===== src/rtl/fys_pkg.sv =====
// Shared types and constants for the Fisher-Yates shuffle unit.
// No dependencies; imported by every module of the block.
package fys_pkg;

  localparam int WORD_W    = 32;  // random word width
  localparam int SIZE_W    = 7;   // permutation size register width
  localparam int ELEM_W    = 6;   // width of one permutation entry
  localparam int DIV_CNT_W = $clog2(WORD_W);
  localparam int QDEPTH    = 2;
  localparam int QPTR_W    = $clog2(QDEPTH);

  localparam logic [SIZE_W-1:0] SIZE_RESET = SIZE_W'(2);

  // One command handed from the front end to the table engine.
  typedef struct packed {
    logic              swap;  // perform a swap of part and pos
    logic              emit;  // stream out the table afterwards
    logic [ELEM_W-1:0] part;  // partner index
    logic [ELEM_W-1:0] pos;   // current descending position
  } fys_op_t;

endpackage


===== src/rtl/fisher_yates_shuffle_unit.sv =====
// Top level of the Fisher-Yates shuffle unit: size register, front end,
// command queue and table engine. Depends on fys_pkg and the fys_* modules.
//
// Usage: pulse start with a random word on rand_word while busy is low; the
// word is taken on that edge. Each word performs one descending swap of the
// permutation table. The word that completes the last swap (or any word when
// the size is one) makes the unit stream the whole table: done is high with
// no gaps while the entries of the effective size stream, one entry on element per
// cycle in table order, with last high on the final entry. The table then
// returns to the identity. The receiver cannot stall; results appear whether
// taken or not.
// Flow: after accepting a word the front end runs the 32 steps of the
// bit-serial modulo divider and then hands the command to the queue, so
// busy stays high until the command is pushed (at size one the divider is
// skipped); a full queue holds the front end in that hand-off. The table
// engine performs each swap as pop, read and two writes, then streams the
// table, overlapped with the divider through a two-entry queue, so a new
// word can be taken while earlier swaps are still in the table engine.
// Writing perm_size (cfg_wr_en) aborts any partial shuffle; do so only while
// the unit is idle. Reset sets perm_size to 2 and the table to the identity.
module fisher_yates_shuffle_unit import fys_pkg::*; #(
  parameter int MAX_SIZE = 64
) (
  input  logic              clk,
  input  logic              rst,
  input  logic              start,
  output logic              busy,
  input  logic [WORD_W-1:0] rand_word,
  input  logic              cfg_wr_en,
  input  logic [SIZE_W-1:0] perm_size,
  output logic              done,
  output logic [ELEM_W-1:0] element,
  output logic              last
);

  logic [SIZE_W-1:0] size_reg;
  logic [SIZE_W-1:0] n_eff;
  logic              q_full;
  logic              q_empty;
  logic              push;
  logic              pop;
  fys_op_t           push_op;
  fys_op_t           q_op;

  always_ff @(posedge clk) begin
    if (rst) begin
      size_reg <= SIZE_RESET;
    end else if (cfg_wr_en) begin
      size_reg <= perm_size;
    end
  end

  // A size of zero acts as one; sizes above the table depth saturate.
  always_comb begin
    if (size_reg == '0) begin
      n_eff = SIZE_W'(1);
    end else if (size_reg > SIZE_W'(MAX_SIZE)) begin
      n_eff = SIZE_W'(MAX_SIZE);
    end else begin
      n_eff = size_reg;
    end
  end

  fys_front u_front (
    .clk       (clk),
    .rst       (rst),
    .clr       (cfg_wr_en),
    .start     (start),
    .rand_word (rand_word),
    .n_eff     (n_eff),
    .q_full    (q_full),
    .busy      (busy),
    .push      (push),
    .push_op   (push_op)
  );

  fys_queue u_queue (
    .clk     (clk),
    .rst     (rst),
    .push    (push),
    .push_op (push_op),
    .pop     (pop),
    .q_op    (q_op),
    .full    (q_full),
    .empty   (q_empty)
  );

  fys_back #(
    .MAX_SIZE (MAX_SIZE)
  ) u_back (
    .clk     (clk),
    .rst     (rst),
    .clr     (cfg_wr_en),
    .n_eff   (n_eff),
    .q_empty (q_empty),
    .q_op    (q_op),
    .pop     (pop),
    .done    (done),
    .element (element),
    .last    (last)
  );

endmodule


===== src/rtl/fys_front.sv =====
// Front end of the shuffle unit: accepts random words, tracks the swap count
// and reduces each word modulo (position + 1) with a bit-serial divider.
// Depends on fys_pkg.
module fys_front import fys_pkg::*; (
  input  logic              clk,
  input  logic              rst,
  input  logic              clr,
  input  logic              start,
  input  logic [WORD_W-1:0] rand_word,
  input  logic [SIZE_W-1:0] n_eff,
  input  logic              q_full,
  output logic              busy,
  output logic              push,
  output fys_op_t           push_op
);

  typedef enum logic [2:0] {
    F_IDLE = 3'b001,
    F_DIV  = 3'b010,
    F_PUSH = 3'b100
  } front_state_t;

  front_state_t         state;
  logic [SIZE_W-2:0]    swaps;
  logic [WORD_W-1:0]    word;
  logic [SIZE_W-1:0]    rem;
  logic [SIZE_W-1:0]    divisor;
  logic [DIV_CNT_W-1:0] cnt;
  fys_op_t              op;

  logic [SIZE_W-1:0]    trial;
  logic [SIZE_W-1:0]    rem_step;
  logic [SIZE_W-2:0]    swap_inc;
  logic                 last_swap;
  logic [SIZE_W-1:0]    pos_full;
  logic                 accept;

  // The remainder stays below the divisor (at most 64), so the shifted
  // trial value always fits in SIZE_W bits.
  assign trial     = {rem[SIZE_W-2:0], word[WORD_W-1]};
  assign rem_step  = (trial >= divisor) ? (trial - divisor) : trial;
  assign swap_inc  = swaps + 1'b1;
  assign last_swap = ({1'b0, swap_inc} == (n_eff - SIZE_W'(1)));
  assign pos_full  = n_eff - SIZE_W'(1) - {1'b0, swaps};
  assign accept    = (state == F_IDLE) && start;

  assign busy    = (state != F_IDLE);
  assign push    = (state == F_PUSH) && !q_full;
  assign push_op = op;

  always_ff @(posedge clk) begin
    if (rst || clr) begin
      state <= F_IDLE;
      swaps <= '0;
      cnt   <= '0;
    end else begin
      case (state)
        F_IDLE: begin
          if (start) begin
            if (n_eff == SIZE_W'(1)) begin
              state <= F_PUSH;
            end else begin
              swaps <= last_swap ? '0 : swap_inc;
              cnt   <= '0;
              state <= F_DIV;
            end
          end
        end
        F_DIV: begin
          cnt <= cnt + 1'b1;
          if (cnt == '1) begin
            state <= F_PUSH;
          end
        end
        F_PUSH: begin
          if (!q_full) begin
            state <= F_IDLE;
          end
        end
        default: begin
          state <= F_IDLE;
        end
      endcase
    end
  end

  always_ff @(posedge clk) begin
    if (accept) begin
      if (n_eff == SIZE_W'(1)) begin
        op.swap <= 1'b0;
        op.emit <= 1'b1;
        op.part <= '0;
        op.pos  <= '0;
      end else begin
        op.swap <= 1'b1;
        op.emit <= last_swap;
        op.pos  <= ELEM_W'(pos_full);
        divisor <= n_eff - {1'b0, swaps};
        word    <= rand_word;
        rem     <= '0;
      end
    end else if (state == F_DIV) begin
      word <= {word[WORD_W-2:0], 1'b0};
      rem  <= rem_step;
      if (cnt == '1) begin
        op.part <= ELEM_W'(rem_step);
      end
    end
  end

endmodule


===== src/rtl/fys_queue.sv =====
// Two-entry command queue between the front end and the table engine.
// Depends on fys_pkg.
module fys_queue import fys_pkg::*; (
  input  logic    clk,
  input  logic    rst,
  input  logic    push,
  input  fys_op_t push_op,
  input  logic    pop,
  output fys_op_t q_op,
  output logic    full,
  output logic    empty
);

  fys_op_t           entry [QDEPTH];
  logic [QPTR_W-1:0] wr_ptr;
  logic [QPTR_W-1:0] rd_ptr;
  logic [QPTR_W:0]   count;

  assign full  = (count == (QPTR_W+1)'(QDEPTH));
  assign empty = (count == '0);
  assign q_op  = entry[rd_ptr];

  always_ff @(posedge clk) begin
    if (rst) begin
      wr_ptr <= '0;
      rd_ptr <= '0;
      count  <= '0;
    end else begin
      if (push) begin
        wr_ptr <= wr_ptr + 1'b1;
      end
      if (pop) begin
        rd_ptr <= rd_ptr + 1'b1;
      end
      if (push && !pop) begin
        count <= count + 1'b1;
      end else if (pop && !push) begin
        count <= count - 1'b1;
      end
    end
  end

  always_ff @(posedge clk) begin
    if (push) begin
      entry[wr_ptr] <= push_op;
    end
  end

endmodule


===== src/rtl/fys_back.sv =====
// Table engine of the shuffle unit: holds the permutation table in a
// dual-read memory, performs swaps and streams out the finished table.
// Depends on fys_pkg.
module fys_back import fys_pkg::*; #(
  parameter int MAX_SIZE = 64
) (
  input  logic              clk,
  input  logic              rst,
  input  logic              clr,
  input  logic [SIZE_W-1:0] n_eff,
  input  logic              q_empty,
  input  fys_op_t           q_op,
  output logic              pop,
  output logic              done,
  output logic [ELEM_W-1:0] element,
  output logic              last
);

  localparam int IDX_W = $clog2(MAX_SIZE);

  typedef enum logic [4:0] {
    B_IDLE = 5'b00001,
    B_RD   = 5'b00010,
    B_WR1  = 5'b00100,
    B_WR2  = 5'b01000,
    B_EMIT = 5'b10000
  } back_state_t;

  back_state_t       state;
  fys_op_t           op;
  logic [IDX_W-1:0]  k;
  logic              out_pend;
  logic              out_last;

  logic [ELEM_W-1:0] mem [MAX_SIZE];
  // An entry whose bit is clear holds its own index.
  logic [MAX_SIZE-1:0] vld;

  logic [ELEM_W-1:0] rd_a;
  logic [ELEM_W-1:0] rd_b;
  logic              rd_a_v;
  logic              rd_b_v;
  logic [IDX_W-1:0]  rd_a_addr;
  logic [IDX_W-1:0]  rd_b_addr;

  logic [IDX_W-1:0]  part_a;
  logic [IDX_W-1:0]  pos_a;
  logic [IDX_W-1:0]  ra_a;
  logic              rd_en;
  logic              k_last;
  logic [ELEM_W-1:0] val_a;
  logic [ELEM_W-1:0] val_b;
  logic              mem_we;
  logic [IDX_W-1:0]  mem_wa;
  logic [ELEM_W-1:0] mem_wd;

  assign part_a = op.part[IDX_W-1:0];
  assign pos_a  = op.pos[IDX_W-1:0];
  assign ra_a   = (state == B_EMIT) ? k : part_a;
  assign rd_en  = (state == B_RD) || (state == B_EMIT);
  assign k_last = (SIZE_W'(k) == (n_eff - SIZE_W'(1)));
  assign pop    = (state == B_IDLE) && !q_empty;

  assign val_a = rd_a_v ? rd_a : ELEM_W'(rd_a_addr);
  assign val_b = rd_b_v ? rd_b : ELEM_W'(rd_b_addr);

  assign mem_we = (state == B_WR1) || (state == B_WR2);
  assign mem_wa = (state == B_WR1) ? part_a : pos_a;
  assign mem_wd = (state == B_WR1) ? val_b : val_a;

  assign done    = out_pend;
  assign last    = out_pend && out_last;
  assign element = val_a;

  always_ff @(posedge clk) begin
    if (rst) begin
      state    <= B_IDLE;
      out_pend <= 1'b0;
      k        <= '0;
      vld      <= '0;
    end else begin
      out_pend <= 1'b0;
      if (clr) begin
        vld <= '0;
      end
      case (state)
        B_IDLE: begin
          k <= '0;
          if (!q_empty) begin
            state <= q_op.swap ? B_RD : B_EMIT;
          end
        end
        B_RD: begin
          state <= B_WR1;
        end
        B_WR1: begin
          vld[part_a] <= 1'b1;
          state       <= B_WR2;
        end
        B_WR2: begin
          vld[pos_a] <= 1'b1;
          k          <= '0;
          state      <= op.emit ? B_EMIT : B_IDLE;
        end
        B_EMIT: begin
          out_pend <= 1'b1;
          k        <= k + 1'b1;
          // The last read samples the old table on this same edge, so the table
          // can return to the identity here.
          if (k_last) begin
            vld   <= '0;
            state <= B_IDLE;
          end
        end
        default: begin
          state <= B_IDLE;
        end
      endcase
    end
  end

  always_ff @(posedge clk) begin
    if (pop) begin
      op <= q_op;
    end
    if (state == B_EMIT) begin
      out_last <= k_last;
    end
    if (rd_en) begin
      rd_a_v    <= vld[ra_a];
      rd_b_v    <= vld[pos_a];
      rd_a_addr <= ra_a;
      rd_b_addr <= pos_a;
    end
  end

  always_ff @(posedge clk) begin
    if (mem_we) begin
      mem[mem_wa] <= mem_wd;
    end
    if (rd_en) begin
      rd_a <= mem[ra_a];
      rd_b <= mem[pos_a];
    end
  end

endmodule


===== config.mk =====
export PLATFORM = sky130hd
export DESIGN_NAME = fisher_yates_shuffle_unit
export DESIGN_NICKNAME = d
export VERILOG_FILES = /design/src/rtl/fys_pkg.sv /design/src/rtl/fisher_yates_shuffle_unit.sv /design/src/rtl/fys_front.sv /design/src/rtl/fys_queue.sv /design/src/rtl/fys_back.sv
export SDC_FILE = /design/constraint.sdc
export NUM_CORES = 1
export LEC_CHECK = 0
export BUFFER_PORTS_ARGS = -buffer_cell sky130_fd_sc_hd__buf_2
export CORE_ASPECT_RATIO = 1.5
export CORE_MARGIN = 4
export CORE_UTILIZATION = 56
export CTS_CLUSTER_SIZE = 10
export DETAILED_ROUTE_END_ITERATION = 12
export PLACE_DENSITY = 0.74
export SLEW_MARGIN = 40
export SYNTH_ARGS = -nofsm -noshare
export SYNTH_HDL_FRONTEND = slang
export SYNTH_HIERARCHICAL = 1
export SYNTH_SLANG_ARGS = --single-unit

===== constraint.sdc =====
create_clock -name clk -period 11.9 [get_ports clk]
set_input_delay 0 -clock clk [delete_from_list [all_inputs] [get_ports clk]]
set_output_delay 0 -clock clk [all_outputs]
set_load 0.02 [all_outputs]

Word level (Yosys, flattened, before mapping)

Memories as Yosys holds them, arrays and structs flattened. A register that Yosys moved wholly into a read port is not among the register bits.
Index checks and enable logic that the tools add are counted.

$add $sub $neg: 11
Multiply operators: 0
Div/mod/pow operators: 0
Order comparisons: 7
Eq/ne operators: 22
Shifts and indexed selects: 0
Multiplexer cells: 55
Bitwise logic cells: 3
Reductions and logical operators: 30

Operators with widths:

| kind                                                                                 | number |
|---|---|
| 64-bit 2-to-1 mux                                                                    | 3 |
| 64-bit one-hot mux with 3 select lines                                               | 1 |
| 64-bit bitwise OR                                                                    | 2 |
| 32-bit 2-to-1 mux                                                                    | 3 |
| 6-bit 2-to-1 mux                                                                     | 14 |
| 5-bit 2-to-1 mux                                                                     | 6 |
| 5-bit one-hot mux with 5 select lines                                                | 1 |
| 6-bit by 7-bit < comparator with 1-bit output (second input constant)                | 3 |
| 6-bit by 7-bit equality test with 1-bit output                                       | 2 |
| 7-bit 2-to-1 mux                                                                     | 2 |
| 6-bit by 1-bit adder with 6-bit output (second input constant)                       | 2 |
| 1-bit binary-select mux with 6-bit select                                            | 2 |
| 1-bit demux with 6-bit select                                                        | 2 |
| 6-bit by 1-bit greater-or-equal comparator with 1-bit output (second input constant) | 2 |
| 3-bit 2-to-1 mux                                                                     | 4 |
| 2-bit != test (second input constant)                                                | 6 |
| 6-bit one-hot mux with 2 select lines                                                | 1 |
| 3-bit AND reduction                                                                  | 4 |
| 6-bit subtractor                                                                     | 2 |
| 1-bit 2-to-1 mux                                                                     | 11 |
| 5-bit equality test (second input constant)                                          | 2 |
| 5-bit one-hot mux with 2 select lines                                                | 1 |
| 2-bit nonzero test                                                                   | 5 |
| 3-bit one-hot mux with 3 select lines                                                | 1 |
| 28 further kinds                                                                     | 46 |

Bits in registers: 188
Latch bits: 0
Bits in writable memories: 412
Bits in read-only memories: 0
Bits of input ports: 43
Memories: 2

Memories:

| memory        | depth | width | rd ports | clocked after Yosys merged registers in | write ports | RTL line        | text |
|---|---|---|---|---|---|---|---|
| u_back.mem    | 64    | 6     | 2        | 2                                       | 1           | fys_back.sv:35  | `logic [ELEM_W-1:0] mem [MAX_SIZE];` |
| u_queue.entry | 2     | 14    | 1        | 1                                       | 1           | fys_queue.sv:14 | `fys_op_t entry [QDEPTH];` |

Logic depth before layout (Yosys ltp)

Word-level depth: 7
Mapped depth: 13
Depth with buffers taken out: 12

Hierarchy

The synthesis kept the hierarchy.

Modules (own cells, without submodules):

| module                    | instances | cells an instance | area an instance (um^2) | seq. area each (um^2) |
|---|---|---|---|---|
| fys_back                  | 1         | 1915              | 23750.3                 | 14253.7 |
| fys_front                 | 1         | 315               | 3851.2                  | 2052.0 |
| fys_queue                 | 1         | 65                | 1213.7                  | 940.9 |
| fisher_yates_shuffle_unit | 1         | 31                | 309.0                   | 140.1 |

Worst setup path before layout

No wires, ideal clock.

Path kind: reg-to-reg
From: reg u_back.state[0]
To: mem u_back.mem[0][1], data pin
Arrival: 3.561 ns
Required time: 11.351 ns
Setup slack: 7.790 ns
Stages on the path, launching flop included: 9
Clock period less this slack: 4.110 ns
Path through: dfxtp_1 > buf_6 > nor4_1 > and2_1 > clkbuf_1 > clkbuf_1 > clkbuf_1 > nor2_1 > a21oi_1

Longest elaborated chain between the ends: 2

Ends and longest elaborated chain:

| item                                           | RTL line        | text |
|---|---|---|
| start, declared                                | fys_back.sv:29  | `back_state_t state;` |
| start signal, assigned                         | fys_back.sv:90  | `state <= q_op.swap ? B_RD : B_EMIT;` |
| start signal, assigned                         | fys_back.sv:103 | `state <= op.emit ? B_EMIT : B_IDLE;` |
| 5-bit by 3-bit equality test with 1-bit output | fys_back.sv:69  | `assign mem_wd = (state == B_WR1) ? val_b : val_a;` |
| 6-bit 2-to-1 mux                               | fys_back.sv:69  |  |
| named net u_back.mem_wd[1]                     | fys_back.sv:55  | `logic [ELEM_W-1:0] mem_wd;` |
| end, declared                                  | fys_back.sv:35  |  |

The timed path passes the listed nets, and every way through them passes these cells.

Final worst setup path

From: reg u_back.state[1]
To: reg u_back.rd_a[1], read port of u_back.mem, data pin

Longest elaborated chain between the ends: 2

Ends and longest elaborated chain:

| item                                                                                  | RTL line                       | text |
|---|---|---|
| 5-bit equality test or 5-bit by 2-bit equality test with 1-bit output (tied branches) | fys_back.sv:59, fys_back.sv:60 |  |
| 6-bit 2-to-1 mux or 1-bit logical OR (tied branches)                                  | fys_back.sv:59, fys_back.sv:60 |  |
| end, declared                                                                         | fys_back.sv:39                 | `logic [ELEM_W-1:0] rd_a;` |

Parallel ways exist; a longest one is shown, timed or not.
A chain may end at the register's enable or synchronous reset.

==> results.json <==
{
  "cp-end-kind": "register",
  "ys.flop_type": "edfxtp_1",
  "regMostFlops": "u_back/mem",
  "core_um2": 51600,
  "first_pass_iters": 6,
  "place_area_um2": 30100,
  "cp_data_arrival_time_ns": 5.21,
  "cts_sinks": 613,
  "cts-hold-fix-buffers": 54,
  "power_density_nw_per_um2": 206,
  "ys_seq_area_share_pct": 59.7,
  "synthCells": 2326,
  "die_height_um": 287,
  "met3_length_um": 10800,
  "status": "finished clean",
  "layout_common_cells": "edfxtp_1 (511), a22oi_1 (188), nor2_1 (162)",
  "synth_area_leader_cell": "edfxtp_1",
  "routed_wl_um": 102000,
  "fin_hold_ws_ns": 0.205,
  "cp_common_cell": "buf_4",
  "maxCapViolCount": 0,
  "fin_setup_tns_ns": 0,
  "ir_worst_vdd_mv": 0.134,
  "ant_nets": 0,
  "syn-num-nets": 2398,
  "mostFrequentLayoutCell": "edfxtp_1",
  "synth_async_sr_flop_share_pct": 0,
  "rows": 102,
  "wl_met2_um": 49000,
  "ys_ff_latch": 613,
  "gr-total-overflow": 0,
  "top_level_ports": 52,
  "die_w_um": 194,
  "cts-root-buf": "clkbuf_16",
  "drc": 0,
  "cp.required_ns": 12.26,
  "routabilityCongestion": 1.03,
  "num-nets-final": 2457,
  "netlist_area_um2": 29100,
  "finClkSkew_ns": 0.0318,
  "largest_reg_flops": 384,
  "portBuffers": 51,
  "slowest_delay_ns": 0.78,
  "report.final.slew_viol_count": 0,
  "wl_per_cell_um": 33.0,
  "critPathKind": "reg2reg",
  "cts-buffers-inserted": 71,
  "antenna_found_initial": 5,
  "syn2layout_area_growth_pct": 12.2,
  "via_count": 22673,
  "rsz0062_at_grt": "false",
  "ys_types": 88,
  "tightest_slew_ns": 0.990,
  "routed.top_layer": "met5",
  "drt_iter0_drc": 3301,
  "dieArea_um2": 55800,
  "finalCritPeriodShare_pct": 40.8,
  "ys_top_cells_by_area": "edfxtp_1 (53%), dfxtp_1 (7.0%), a22oi_1 (4.8%), mux2i_1 (3.8%), mux4_2 (2.2%)",
  "final_layout_size_suffix_gt1_share_pct": 14.5,
  "synth_top_area_share_pct": 52.7,
  "path_cells": "nor2_1, and3_1, buf_4, nor2_4, inv_6, buf_4, mux4_2, a2111oi_0, a21boi_1, nor4bb_1",
  "crit_slowest_cell": "a2111oi_0",
  "clockBufferDepth": 3,
  "post-cts-setup-buffers": 0,
  "top_regs": "u_back/mem: 384 flops, u_back/vld: 64 flops, u_front/word: 32 flops",
  "hold_path_class": "in2reg",
  "leakagePower_nw": 10.8,
  "clock_latency_ns": 0.62,
  "period_needed_ns": 4.85,
  "post_cts_resized": 0,
  "track_usage_pct": 35.8,
  "hold_viol": 0,
  "met1Wirelength_um": 32200,
  "grt_pass1_wl_um": 149000,
  "htreeDepth": 3,
  "maxSlewHeadroom_pct": 33.8,
  "grt_max_degree": 80,
  "synth_warnings": 6,
  "synth_edf_count": 511,
  "via_per_inst": 7.32,
  "syn_area_per_cell_um2": 12.5,
  "start_util_pct": 56.5,
  "start_kind": "register",
  "setup_viol": 0,
  "cts_tree": "built",
  "critical_path_peak_fanout": 66,
  "cp.buffers_inverters": 3,
  "max_freq_mhz": 206,
  "crit_family": "buffers and inverters",
  "grt_pass1_vias": 22863,
  "clkTransAtPathRegs_ns": 0.06,
  "dp_hpwl_um": 66200,
  "final_area_um2": 32700,
  "total_power_mw": 6.73
}
cell families after synthesis:
| group | synth area share [%] |
|---|---|
| and+or+nand+nor | 9.20 |
| AOI/OAI and AO/OA | 17.1 |
| muxes | 8.26 |
| adders and majority gates | 1.32 |
| DFF | 59.7 |
| xor gates and xnor gates | 1.26 |
| buffers and inverters | 3.17 |
synthesized netlist by cell type (15+ instances only):
| cell type | instances |
|---|---|
| nand3_1 | 69 |
| dfxtp_1 | 102 |
| nand4_1 | 39 |
| ha_1 | 26 |
| inv_1 | 30 |
| edfxtp_1 | 511 |
| a22o_1 | 61 |
| a222oi_1 | 21 |
| xnor2_1 | 25 |
| nor2_1 | 166 |
| nor2b_1 | 18 |
| o22ai_1 | 49 |
| a31oi_1 | 52 |
| a22oi_1 | 188 |
| mux4_2 | 29 |
| a21oi_1 | 79 |
| buf_1 | 27 |
| xor2_1 | 15 |
| and2_1 | 18 |
| clkbuf_1 | 121 |
| o21ai_0 | 81 |
| nand2_1 | 126 |
| mux2i_1 | 112 |
| a221oi_1 | 38 |
| a2111oi_0 | 19 |
| mux2_2 | 56 |
| and3_1 | 16 |
worst register-to-register path, stage by stage (launching register included):
cell and delay, ns:
dfxtp_1 0.37, nor2_1 0.57, and3_1 0.26, buf_4 0.47, nor2_4 0.11, inv_6 0.55, buf_4 0.62, mux4_2 0.42
a2111oi_0 0.78, a21boi_1 0.35, nor4bb_1 0.09
final cells by class:
| cell class | count | area (um2) |
|---|---|---|
| fill | 3962 | 18900 |
| sequential | 613 | 17400 |
| multi-input combinational | 1503 | 11100 |
| clock buffer | 103 | 1940 |
| timing repair buffer | 161 | 1210 |
| tap | 676 | 846 |
| inverter | 35 | 149 |
| clock inverter | 4 | 67.6 |
| antenna | 2 | 5.00 |
power breakdown:
group	total (mW)	switching, mW	internal, mW
Sequential	2.52	0.0745	2.44
Clock	1.97	0.829	1.14
Combinational	2.24	1.55	0.689
Total	6.73	2.46	4.27
metrics by stage:
step                setup WS, ns  std cells  util [%]
global route                6.93       3095      63.4
global placement            6.59       2930      58.2
floorplan                   7.79       2326         -
finish                      7.05       3097      63.4
detailed placement          7.18       2932      58.3
CTS                         7.18       3093      63.3
layer usage:
metal	vias up	global-route usage (%)
met5	-	0
met4	2	28.7
met3	560	8.10
met2	1818	60.0
met1	10951	39.1
li1	9342	-
final timing paths:
check                           cells after the start                   to                from  slack [ns]
worst max-delay path                               10       u_back/rd_a[1]     u_back/state[1]        7.05
worst min-delay path                                3  u_front/push_op[13]               start        0.21
worst min register to register                      0  u_queue/entry[1][1]  u_front/push_op[1]        0.44
worst max register to register                     10       u_back/rd_a[1]     u_back/state[1]        7.05
Power figures use the tool's default switching activity.
